**src/hw/rtl/ranging_frame_parser_macros.svh**
```systemverilog
// ----------------------------------------------------------------------------
// Ranging frame parser assertion macros
// Shared concurrent assertion forms for the parser RTL.
// ----------------------------------------------------------------------------
`ifndef RANGING_FRAME_PARSER_MACROS_SVH
`define RANGING_FRAME_PARSER_MACROS_SVH

// same-cycle implication, disabled during reset
`define RFP_ASSERT_NOW(label, clk, rst_n, ante, cons) \
    label: assert property (@(posedge clk) disable iff (!(rst_n)) (ante) |-> (cons)) \
        else $error("rfp assertion failed");

// next-cycle implication, disabled during reset
`define RFP_ASSERT_NEXT(label, clk, rst_n, ante, cons) \
    label: assert property (@(posedge clk) disable iff (!(rst_n)) (ante) |=> (cons)) \
        else $error("rfp assertion failed");

`endif

```
**src/hw/rtl/rfp_pkg.sv**
```systemverilog
// ----------------------------------------------------------------------------
// Ranging frame parser package
// Beat types, sync phase encoding and frame constants.
// ----------------------------------------------------------------------------
package rfp_pkg;

    localparam logic [7:0] HEADER_BYTE = 8'h59;
    // sum of both header bytes, seed of the checksum
    localparam logic [7:0] HEADER_SUM  = HEADER_BYTE + HEADER_BYTE;

    typedef enum logic [1:0] {
        PH_HUNT1 = 2'd0,
        PH_HUNT2 = 2'd1,
        PH_DATA  = 2'd2
    } t_sync_phase;

    typedef struct packed {
        logic [7:0] rx_byte;
    } t_rx_beat;

    typedef struct packed {
        logic [15:0] distance;
        logic [15:0] strength;
        logic [7:0]  quality;
        logic        status;
        logic [15:0] error_total;
    } t_result;

    // frame completion event from the sync stage
    typedef struct packed {
        logic        done;
        logic        good;
        logic [15:0] distance;
        logic [15:0] strength;
        logic [7:0]  quality;
    } t_frame_evt;

endpackage

```
**src/hw/rtl/rfp_in_if.sv**
```systemverilog
// ----------------------------------------------------------------------------
// Ranging frame parser input channel
// Valid/ready channel carrying one received byte per beat.
// ----------------------------------------------------------------------------
interface rfp_in_if;
    logic              valid;
    logic              ready;
    rfp_pkg::t_rx_beat data;

    modport source (output valid, output data, input ready);
    modport sink   (input valid, input data, output ready);
endinterface

```
**src/hw/rtl/rfp_out_if.sv**
```systemverilog
// ----------------------------------------------------------------------------
// Ranging frame parser result channel
// Valid/ready channel carrying one parsed measurement per beat.
// ----------------------------------------------------------------------------
interface rfp_out_if;
    logic             valid;
    logic             ready;
    rfp_pkg::t_result data;

    modport source (output valid, output data, input ready);
    modport sink   (input valid, input data, output ready);
endinterface

```
**src/hw/rtl/rfp_frame_sync.sv**
```systemverilog
// ----------------------------------------------------------------------------
// Ranging frame parser sync stage
// Header hunt, payload capture and running checksum.
// ----------------------------------------------------------------------------
`include "ranging_frame_parser_macros.svh"

module rfp_frame_sync #(
    parameter int FRAME_BYTES = 7
) (
    input  logic                i_clk,
    input  logic                i_rst_n,
    input  logic                i_accept,
    input  logic [7:0]          i_rx_byte,
    output rfp_pkg::t_frame_evt o_evt
);
    import rfp_pkg::*;

    localparam int PAYLOAD_LEN = FRAME_BYTES - 1;
    localparam int IDX_W       = $clog2(FRAME_BYTES);
    localparam logic [IDX_W-1:0] LAST_IDX = IDX_W'(PAYLOAD_LEN);

    t_sync_phase      r_phase, n_phase;
    logic [IDX_W-1:0] r_index, n_index;
    logic [7:0]       r_sum, n_sum;
    logic [15:0]      r_distance, n_distance;
    logic [15:0]      r_strength, n_strength;
    logic [7:0]       r_quality, n_quality;

    // next phase
    always_comb begin
        n_phase = r_phase;
        if (i_accept) begin
            unique case (r_phase)
                PH_HUNT2: n_phase = (i_rx_byte == HEADER_BYTE) ? PH_DATA : PH_HUNT1;
                PH_DATA:  n_phase = (r_index == LAST_IDX) ? PH_HUNT1 : PH_DATA;
                default:  n_phase = (i_rx_byte == HEADER_BYTE) ? PH_HUNT2 : PH_HUNT1;
            endcase
        end
    end

    // datapath and frame event
    always_comb begin
        n_index    = r_index;
        n_sum      = r_sum;
        n_distance = r_distance;
        n_strength = r_strength;
        n_quality  = r_quality;
        o_evt      = '0;
        if (i_accept) begin
            unique case (r_phase)
                PH_HUNT2: begin
                    if (i_rx_byte == HEADER_BYTE) begin
                        n_index = '0;
                        n_sum   = HEADER_SUM;
                    end
                end
                PH_DATA: begin
                    if (r_index != LAST_IDX) begin
                        n_sum   = r_sum + i_rx_byte;
                        n_index = r_index + 1'b1;
                        if (r_index == IDX_W'(0)) n_distance[7:0]  = i_rx_byte;
                        if (r_index == IDX_W'(1)) n_distance[15:8] = i_rx_byte;
                        if (r_index == IDX_W'(2)) n_strength[7:0]  = i_rx_byte;
                        if (r_index == IDX_W'(3)) n_strength[15:8] = i_rx_byte;
                        if (r_index == IDX_W'(5)) n_quality        = i_rx_byte;
                    end else begin
                        // checksum byte
                        n_index        = '0;
                        o_evt.done     = 1'b1;
                        o_evt.good     = (i_rx_byte == r_sum);
                        o_evt.distance = r_distance;
                        o_evt.strength = r_strength;
                        o_evt.quality  = r_quality;
                    end
                end
                default: ;
            endcase
        end
    end

    always_ff @(posedge i_clk) begin
        if (!i_rst_n) begin
            r_phase <= PH_HUNT1;
            r_index <= '0;
            r_sum   <= '0;
        end else begin
            r_phase <= n_phase;
            r_index <= n_index;
            r_sum   <= n_sum;
        end
    end

    // captured payload fields, no reset
    always_ff @(posedge i_clk) begin
        r_distance <= n_distance;
        r_strength <= n_strength;
        r_quality  <= n_quality;
    end

    `RFP_ASSERT_NOW(a_idx_idle_zero, i_clk, i_rst_n, r_phase != PH_DATA, r_index == '0)
    `RFP_ASSERT_NOW(a_idx_range, i_clk, i_rst_n, 1'b1, r_index <= LAST_IDX)
    `RFP_ASSERT_NEXT(a_done_rehunt, i_clk, i_rst_n, o_evt.done, r_phase == PH_HUNT1)

endmodule

```
**src/hw/rtl/rfp_result_reg.sv**
```systemverilog
// ----------------------------------------------------------------------------
// Ranging frame parser result stage
// Error tally and registered result beat.
// ----------------------------------------------------------------------------
`include "ranging_frame_parser_macros.svh"

module rfp_result_reg (
    input  logic                i_clk,
    input  logic                i_rst_n,
    input  rfp_pkg::t_frame_evt i_evt,
    input  logic                i_out_ready,
    output logic                o_out_valid,
    output rfp_pkg::t_result    o_result,
    output logic                o_slot_free
);
    import rfp_pkg::*;

    logic        r_valid, n_valid;
    logic [15:0] r_tally, n_tally;
    t_result     r_result, n_result;

    always_comb begin
        n_valid  = r_valid && !i_out_ready;
        n_tally  = r_tally;
        n_result = r_result;
        if (i_evt.done) begin
            n_valid = 1'b1;
            if (i_evt.good) begin
                n_result.distance = i_evt.distance;
                n_result.strength = i_evt.strength;
                n_result.quality  = i_evt.quality;
                n_result.status   = 1'b0;
            end else begin
                n_tally           = r_tally + 16'd1;
                n_result.distance = '0;
                n_result.strength = '0;
                n_result.quality  = '0;
                n_result.status   = 1'b1;
            end
            n_result.error_total = n_tally;
        end
    end

    always_ff @(posedge i_clk) begin
        if (!i_rst_n) begin
            r_valid <= 1'b0;
            r_tally <= '0;
        end else begin
            r_valid <= n_valid;
            r_tally <= n_tally;
        end
    end

    always_ff @(posedge i_clk) begin
        r_result <= n_result;
    end

    assign o_out_valid = r_valid;
    assign o_result    = r_result;
    assign o_slot_free = !r_valid || i_out_ready;

    `RFP_ASSERT_NEXT(a_bad_bumps, i_clk, i_rst_n, i_evt.done && !i_evt.good,
                     r_tally == $past(r_tally) + 16'd1 && r_result.status)
    `RFP_ASSERT_NEXT(a_evt_shows, i_clk, i_rst_n, i_evt.done, r_valid)
    `RFP_ASSERT_NOW(a_no_overrun, i_clk, i_rst_n, i_evt.done, o_slot_free)

endmodule

```
**src/hw/rtl/ranging_frame_parser.sv**
```systemverilog
// ----------------------------------------------------------------------------
// Ranging frame parser
// The result register captures a frame's result beat when its checksum byte is accepted.
// Throughput: one received byte per cycle; while the sink stalls with the
// result register full, input ready is low and no new byte is taken.
// Reset: synchronous active low; clears phase, index, sum, tally and valid.
// Two-header serial frame parser with an 8-bit additive checksum check.
// ----------------------------------------------------------------------------
module ranging_frame_parser #(
    parameter int FRAME_BYTES = 7
) (
    input  logic      i_clk,
    input  logic      i_rst_n,
    rfp_in_if.sink    i_rx,
    rfp_out_if.source o_res
);
    import rfp_pkg::*;

    logic       r_run;      // holds ready low through reset
    logic       accept;
    logic       slot_free;
    t_frame_evt evt;
    t_result    result;
    logic       res_valid;

    always_ff @(posedge i_clk) begin
        if (!i_rst_n) begin
            r_run <= 1'b0;
        end else begin
            r_run <= 1'b1;
        end
    end

    // take a byte whenever the result register can absorb a possible result
    assign i_rx.ready = r_run && slot_free;
    assign accept     = i_rx.valid && i_rx.ready;

    // header hunt, payload capture, checksum compare
    rfp_frame_sync #(
        .FRAME_BYTES (FRAME_BYTES)
    ) u_sync (
        .i_clk     (i_clk),
        .i_rst_n   (i_rst_n),
        .i_accept  (accept),
        .i_rx_byte (i_rx.data.rx_byte),
        .o_evt     (evt)
    );

    // error tally and output register
    rfp_result_reg u_result (
        .i_clk       (i_clk),
        .i_rst_n     (i_rst_n),
        .i_evt       (evt),
        .i_out_ready (o_res.ready),
        .o_out_valid (res_valid),
        .o_result    (result),
        .o_slot_free (slot_free)
    );

    assign o_res.valid = res_valid;
    assign o_res.data  = result;

endmodule

```
**src/flat_wrapper.sv**
```systemverilog
// flat-port wrapper written by rule: the top's interface ports become plain ports
module ranging_frame_parser_flat import rfp_pkg::*;
#(
    parameter int FRAME_BYTES = 7
)
  (i_clk, i_rst_n, i_rx_valid, i_rx_data, i_rx_ready, o_res_valid, o_res_data, o_res_ready);
  rfp_in_if i_rx_i ();
  rfp_out_if o_res_i ();
  input  logic i_clk;
  input  logic i_rst_n;
  input wire logic [$bits(i_rx_i.valid)-1:0] i_rx_valid;
  input wire logic [$bits(i_rx_i.data)-1:0] i_rx_data;
  output wire logic [$bits(i_rx_i.ready)-1:0] i_rx_ready;
  output wire logic [$bits(o_res_i.valid)-1:0] o_res_valid;
  output wire logic [$bits(o_res_i.data)-1:0] o_res_data;
  input wire logic [$bits(o_res_i.ready)-1:0] o_res_ready;
  assign i_rx_i.valid = i_rx_valid;
  assign i_rx_i.data = i_rx_data;
  assign i_rx_ready = i_rx_i.ready;
  assign o_res_valid = o_res_i.valid;
  assign o_res_data = o_res_i.data;
  assign o_res_i.ready = o_res_ready;
  ranging_frame_parser #(.FRAME_BYTES(FRAME_BYTES)) u_core (.i_clk(i_clk), .i_rst_n(i_rst_n), .i_rx(i_rx_i), .o_res(o_res_i));
endmodule
```
**config.mk**
```make
export PLATFORM = sky130hd
export DESIGN_NAME = ranging_frame_parser_flat
export DESIGN_NICKNAME = d
export VERILOG_FILES = /design/src/hw/rtl/rfp_pkg.sv /design/src/hw/rtl/rfp_in_if.sv /design/src/hw/rtl/rfp_out_if.sv /design/src/hw/rtl/rfp_frame_sync.sv /design/src/hw/rtl/rfp_result_reg.sv /design/src/hw/rtl/ranging_frame_parser.sv /design/src/flat_wrapper.sv
export VERILOG_INCLUDE_DIRS = /design/src /design/src/hw/rtl
export SDC_FILE = /design/constraint.sdc
export NUM_CORES = 1
export LEC_CHECK = 0
export ABC_CLOCK_PERIOD_IN_PS = 5450
export BUFFER_PORTS_ARGS = -buffer_cell sky130_fd_sc_hd__buf_4
export CELL_PAD_IN_SITES_DETAIL_PLACEMENT = 1
export CELL_PAD_IN_SITES_GLOBAL_PLACEMENT = 1
export CORE_UTILIZATION = 50
export CTS_CLUSTER_DIAMETER = 80
export DETAILED_ROUTE_END_ITERATION = 7
export PLACE_DENSITY_LB_ADDON = 0.25
export SKIP_CTS_REPAIR_TIMING = 1
export SLEW_MARGIN = 20
export SYNTH_ARGS = -nofsm -noshare
export SYNTH_HDL_FRONTEND = slang
export SYNTH_SLANG_ARGS = --single-unit
```
**constraint.sdc**
```tcl
create_clock -name i_clk -period 5.45 [get_ports i_clk]
set_clock_uncertainty 0.1 [all_clocks]
set_input_delay 1.09 -clock i_clk [delete_from_list [all_inputs] [get_ports i_clk]]
set_output_delay 1.09 -clock i_clk [all_outputs]
set_load 0.02 [all_outputs]
```
After elaboration in Yosys (flattened, before gate mapping)
Index checks and enable logic that the tools add are counted.
{ "word_totals": {"regBits": 128, "latchBits": 0, "ram_bits": 0, "romBits": 0, "inputBits": 12, "out_inout_bits": 59, "word_cells": 67, "n_memories": 0} }
{ "op_classes": {"add_sub_neg": 3, "mul": 0, "div": 0, "n_lt_le_gt_ge": 0, "n_eq_ne": 12, "n_shift": 0, "muxes": 17, "n_bitwise": 3, "n_reduce_logical": 16} }
{ "op_table": {"columns": ["operator", "n"], "rows": [
  ["2-to-1 mux 42 bit", 3],
  ["AND reduction 4 bit", 6],
  ["adder 16 x 1 -> 16 bit, second input constant", 1],
  ["2-to-1 mux 16 bit", 1],
  ["2-to-1 mux 8 bit", 2],
  ["case mux 8 bit (2 select lines)", 1],
  ["adder 8 bit", 1],
  ["equality test 8 x 7 -> 1 bit, second input constant", 1],
  ["equality test 8 bit", 1],
  ["equality test 3 x 2 -> 1 bit, second input constant", 2],
  ["equality test 3 bit, second input constant", 2],
  ["2-to-1 mux 3 bit", 2],
  ["case mux 3 bit (2 select lines)", 1],
  ["2-to-1 mux 1 bit", 4],
  ["2-to-1 mux 2 bit", 2],
  ["!= test 2 bit, second input constant", 2],
  ["case mux 2 bit (2 select lines)", 1],
  ["OR reduction 4 bit", 1],
  ["adder 3 x 1 -> 3 bit, second input constant", 1],
  ["equality test 3 x 1 -> 1 bit, second input constant", 1],
  ["logical AND 1 bit", 3],
  ["logical NOT 3 bit", 1],
  ["!= test 3 bit, second input constant", 1],
  ["inverter 1 bit", 3],
  ["other kinds (6)", 7]
]} }

Longest topological paths before layout
{ "logic_depth": {"depth_word": 7, "depth_mapped": 8, "ltp_nobuf": 8} }

Cells and area by module
A second synthesis with hierarchy kept.
{ "unflattened": {"hier_cells": 435, "area_unflattened_um2": 5657.9} }
{ "by_module_without_submodules": {"columns": ["module", "n_inst", "cells_each", "area_each_um2", "seq_area_each_um2"], "rows": [
  ["rfp_result_reg", 1, 228, 3089.2, 2052.0],
  ["rfp_frame_sync", 1, 204, 2536.2, 1461.4],
  ["ranging_frame_parser", 1, 3, 32.5, 20.0]
]} }

Least setup slack after synthesis
Ideal clock, no wire load.
{ "synth_timing": {"kind": "input-to-reg", "startpoint": "input i_rx_valid", "endpoint": "register u_core.u_result.r_result (netlist bit u_core.u_result.o_result[48]) (data pin)", "setup_time_ps": 137, "arrival_time_ps": 2735, "t_required_ps": 5213, "path_slack_ps": 2478, "cell_stages": 5, "n_path_buf": 2, "cell_sequence": "and2_1 > nor4b_2 > buf_2 > buf_2 > and3_1"} }
{ "synth_between": {"elab_chain_len": 4, "elab_cells_between_ends": 5, "cone_classes": "mux (1); bitwise (2); reduce/logical (2)"} }
{ "synth_lines": {"columns": ["element", "line_no", "rtl"], "rows": [
  ["start: declaration", "flat_wrapper.sv:11", "input wire logic [$bits(i_rx_i.valid)-1:0] i_rx_valid;"],
  ["logical AND 1 bit (*)", "ranging_frame_parser.sv:36", "assign accept = i_rx.valid && i_rx.ready;"],
  ["2-to-1 mux 42 bit", "rfp_frame_sync.sv:49", "if (i_accept) begin"],
  ["inverter 1 bit (no line)", null, null],
  ["OR reduction 4 bit (no line) (*)", null, null],
  ["end signal: assignment", "rfp_result_reg.sv:55", "r_result <= n_result;"],
  ["end: declaration", "rfp_result_reg.sv:20", "t_result r_result, n_result;"]
]} }
Every way passes the cells marked *; elsewhere a longest branch is shown, timed or not.
A chain may end at the register's enable or synchronous reset.

Worst setup path after layout
{ "layout_timing": {"startpoint": "register u_core.u_sync.r_phase[0]", "endpoint": "register u_core.u_result.r_tally[14]"} }
{ "layout_between": {"elab_chain_len": 4} }
{ "layout_lines": {"columns": ["element", "line_no", "rtl"], "rows": [
  ["start: declaration", "rfp_frame_sync.sv:22", "t_sync_phase r_phase, n_phase;"],
  ["start signal: assignment", "rfp_frame_sync.sv:87", "r_phase <= n_phase;"],
  ["equality test 2 bit (*)", "rfp_frame_sync.sv:50", "unique case (r_phase)"],
  ["2-to-1 mux 42 bit (*)", "rfp_frame_sync.sv:50", null],
  ["2-to-1 mux 42 bit (*)", "rfp_frame_sync.sv:49", null],
  ["2-to-1 mux 16 bit", "rfp_result_reg.sv:28", "if (i_evt.good) begin"],
  ["end signal: assignment", "rfp_result_reg.sv:50", "r_tally <= n_tally;"],
  ["end: declaration", "rfp_result_reg.sv:19", "logic [15:0] r_tally, n_tally;"]
]} }
Marked as above.

==> results.sh <==
export IMPL_status="finished clean"
export IMPL_cts_max_level=4
export IMPL_routedWlPerCell_um=21.9
export IMPL_cap_violations=0
export IMPL_ys_warn_count=0
export IMPL_whs_path_depth=2
export IMPL_ff2ff_setup_slack_ns=2.32
export IMPL_vias_per_cell=5.70
export IMPL_grt_pass1_wl_um=21700
export IMPL_final_layout_size_suffix_gt1_share_pct=23.4
export IMPL_grt_overflow=0
export IMPL_rsz0062_at_grt="false"
export IMPL_synth_area_leaders="edfxtp_1 (54%), dfxtp_1 (12%), xnor2_1 (5.2%)"
export IMPL_setup_viol=0
export IMPL_min_from="u_core.u_sync.r_sum[0]$_SDFFE_PN0P_"
export IMPL_fp_row_count=37
export IMPL_min_period_ns=3.13
export IMPL_final_nets=510
export IMPL_yosys_area_top_type="edfxtp_1"
export IMPL_fp_dieW_um=106
export IMPL_clockBufferDepth=2
export IMPL_syn_nets=432
export IMPL_final_area_um2=6680
export IMPL_clock_latency_ns=0.53
export IMPL_synth_main_ff_cell="edfxtp_1"
export IMPL_grt_pass1_vias=3816
export IMPL_worst_r2r_path_depth=8
export IMPL_place_detailed_hpwl_um=8760
export IMPL_drc=0
export IMPL_critPathMaxFanout=70
export IMPL_finalWirelength_um=13900
export IMPL_start_util_pct=51.9
export IMPL_fin_crit_sh_pct=57.4
export IMPL_cp_slowest_cell="buf_4"
export IMPL_yosysSeqAreaShare_pct=65.7
export IMPL_powerDensity_nw_per_um2=339
export IMPL_met3_usage_pct=5.57
export IMPL_endpoint_kind="flip-flop"
export IMPL_register_area_um2=3530
export IMPL_vdd_drop_max_uv=229
export IMPL_async_reset_ff_share_pct=0
export IMPL_netlist_area_um2=5380
export IMPL_path_common_cell="inv_1"
export IMPL_cp_start_kind="flip-flop"
export IMPL_multiInputGateArea_um2=1750
export IMPL_cts_sinks=128
export IMPL_path_cells="inv_1 -> ha_1 -> inv_1 -> nor4b_4 -> buf_4 -> nand4_1 -> o211ai_1 -> o31ai_1"
export IMPL_root_buffer="clkbuf_8"
export IMPL_grt_antenna_before_repair=0
export IMPL_antenna_left=0
export IMPL_syn_area_per_cell_um2=13.2
export IMPL_tightest_slew_ns=1.03
export IMPL_use_met1_pct=30.7
export IMPL_pin_count=71
export IMPL_areaGrowthSynthToFinish_pct=24.2
export IMPL_cpPeakStageDelay_ns=0.64
export IMPL_grt_busiest_layer="met2"
export IMPL_r2r_start="u_core.u_sync.r_phase[0]$_SDFFE_PN0P_"
export IMPL_crit_required_ns=5.76
export IMPL_hold_violations=0
export IMPL_slew_viol_final=0
export IMPL_vias=3621
export IMPL_min_path_type="reg2reg"
export IMPL_numPortBuffers=70
export IMPL_drt_initial_drc_count=182
export IMPL_yosysTopAreaCellShare_pct=54.2
export IMPL_fillers=1000
export IMPL_yosysMostFrequentCell="edfxtp_1"
export IMPL_clk_pin_slew_ns=0.06
export IMPL_cts_tree="built"
export IMPL_synth_edff_count=97
export IMPL_numCtsBuffers=17
export IMPL_netlist_top_cells_count="edfxtp_1 (97), and3_1 (44), xnor2_1 (32), dfxtp_1 (31), nand2_1 (24)"
export IMPL_dpl_instance_area_um2=6060
export IMPL_p_leak_nw=2.39
export IMPL_synth_cell_types=49
export IMPL_hold_path_endpoint="u_core.u_sync.r_sum[0]$_SDFFE_PN0P_"
export IMPL_synthCells=408
export IMPL_met2_usage_pct=48.2
export IMPL_crit_type="reg2reg"
export IMPL_relSlewSlack_pct=31.2
export IMPL_firstDrtPassIters=4
export IMPL_holdWs_ns=0.400
export IMPL_antenna_cells=0
export IMPL_reg2reg_to="u_core.u_result.r_tally[14]$_SDFFE_PN0P_"
export IMPL_grt_max_degree=71
export IMPL_synth_seq_cells=128
export IMPL_design_core_area_um2=10400
export IMPL_tns_ns=0
export IMPL_die_area_um2=11200
export IMPL_cp_arrival_ns=3.43
export IMPL_grt_total_usage_pct=26.8
export IMPL_fmax_ghz=0.320
export IMPL_gp_congestion=0.900
export IMPL_die_h_um=106
[flip-flops by register name, indices dropped and copies added (netlist names)]
name	count
u_core.r_run	1
u_core.u_result.o_out_valid	1
u_core.u_result.o_result	57
u_core.u_result.r_tally	16
u_core.u_sync.r_distance	16
u_core.u_sync.r_index	3
u_core.u_sync.r_phase	2
u_core.u_sync.r_quality	8
u_core.u_sync.r_strength	16
u_core.u_sync.r_sum	8
[where the power goes]
group / internal [mW] / switching, mW / total [mW]
logic: 0.0134 / 0.0246 / 0.0380
clock network: 0.750 / 0.437 / 1.19
registers: 1.04 / 0.000195 / 1.04
[cell usage in the layout, fill, tap and decap left out, types with 4 or more instances in the layout]
cell       instances
nor2_1            14
nand4_1           12
and2_1            18
clkbuf_16         16
xnor2_1           32
and3_1            44
dfxtp_1           31
edfxtp_1          97
inv_1              9
nand3_1           22
a21o_1             4
ha_1              11
a21oi_1            6
bufinv_16          4
nand2_1           24
nand2b_1           7
buf_4             76
nor2b_1            7
nor3_1             4
[routing by layer]
metal  wire, um  share of wire, %
met2       7480                54
met4        354               2.5
met5          0                 0
met1       5460                39
met3        615               4.4
[cell type report]
cell class | count | share of cell area [%]
clock buffers | 17 | 6.20
clock inverters | 15 | 3.13
inverters | 10 | 0.562
multi-input cells | 253 | 26.1
flip-flops and latches | 128 | 52.9
well taps | 136 | 2.55
repair buffers | 76 | 8.54
[critical path, delay by kind of cell (launching register included)]
kind	cells	cell delay [ns]
buffers and inverters	3	0.94
AO/OA/AOI/OAI	2	0.41
AND/OR/NAND/NOR	2	0.68
adder cells (fa/ha/maj)	1	0.54
flip-flops	1	0.33
[logic make-up after synthesis]
logic type      after synthesis  synth area share [%]
fa+ha+maj                    12                  2.93
flops                       128                  65.7
simple gates                165                  17.6
buf+inv                      27                  2.12
xor+xnor                     34                  5.54
compound gates               39                  5.58
mux                           3                 0.558
[metrics by stage]
step                power [mW]  instances  setup slack [ns]  utilization [%]
finish                    2.26        635              2.32             64.4
floorplan                 1.08        408              2.48                -
detailed placement        1.10        603              2.00             58.4
global placement          1.10        603              2.06             58.4
global route              2.31        635              2.06             64.4
CTS                       2.27        635              2.32             64.4
[worst max path at each step]
stage | slack [ns] | endpoint | startpoint
after floorplan | 2.48 | u_core.u_result.o_result[48]$_SDFFCE_PP0P_ | i_rx_valid
after global placement | 2.06 | u_core.u_result.o_result[15]$_DFFE_PP_ | i_rx_data[2]
after detailed placement | 2.00 | u_core.u_result.o_result[7]$_DFFE_PP_ | i_rx_data[2]
after CTS | 2.32 | u_core.u_result.r_tally[14]$_SDFFE_PN0P_ | u_core.u_sync.r_phase[0]$_SDFFE_PN0P_
after global routing | 2.06 | u_core.u_result.r_tally[14]$_SDFFE_PN0P_ | u_core.u_sync.r_phase[0]$_SDFFE_PN0P_
final | 2.32 | u_core.u_result.r_tally[14]$_SDFFE_PN0P_ | u_core.u_sync.r_phase[0]$_SDFFE_PN0P_
(Power assumes the default switching activity.)
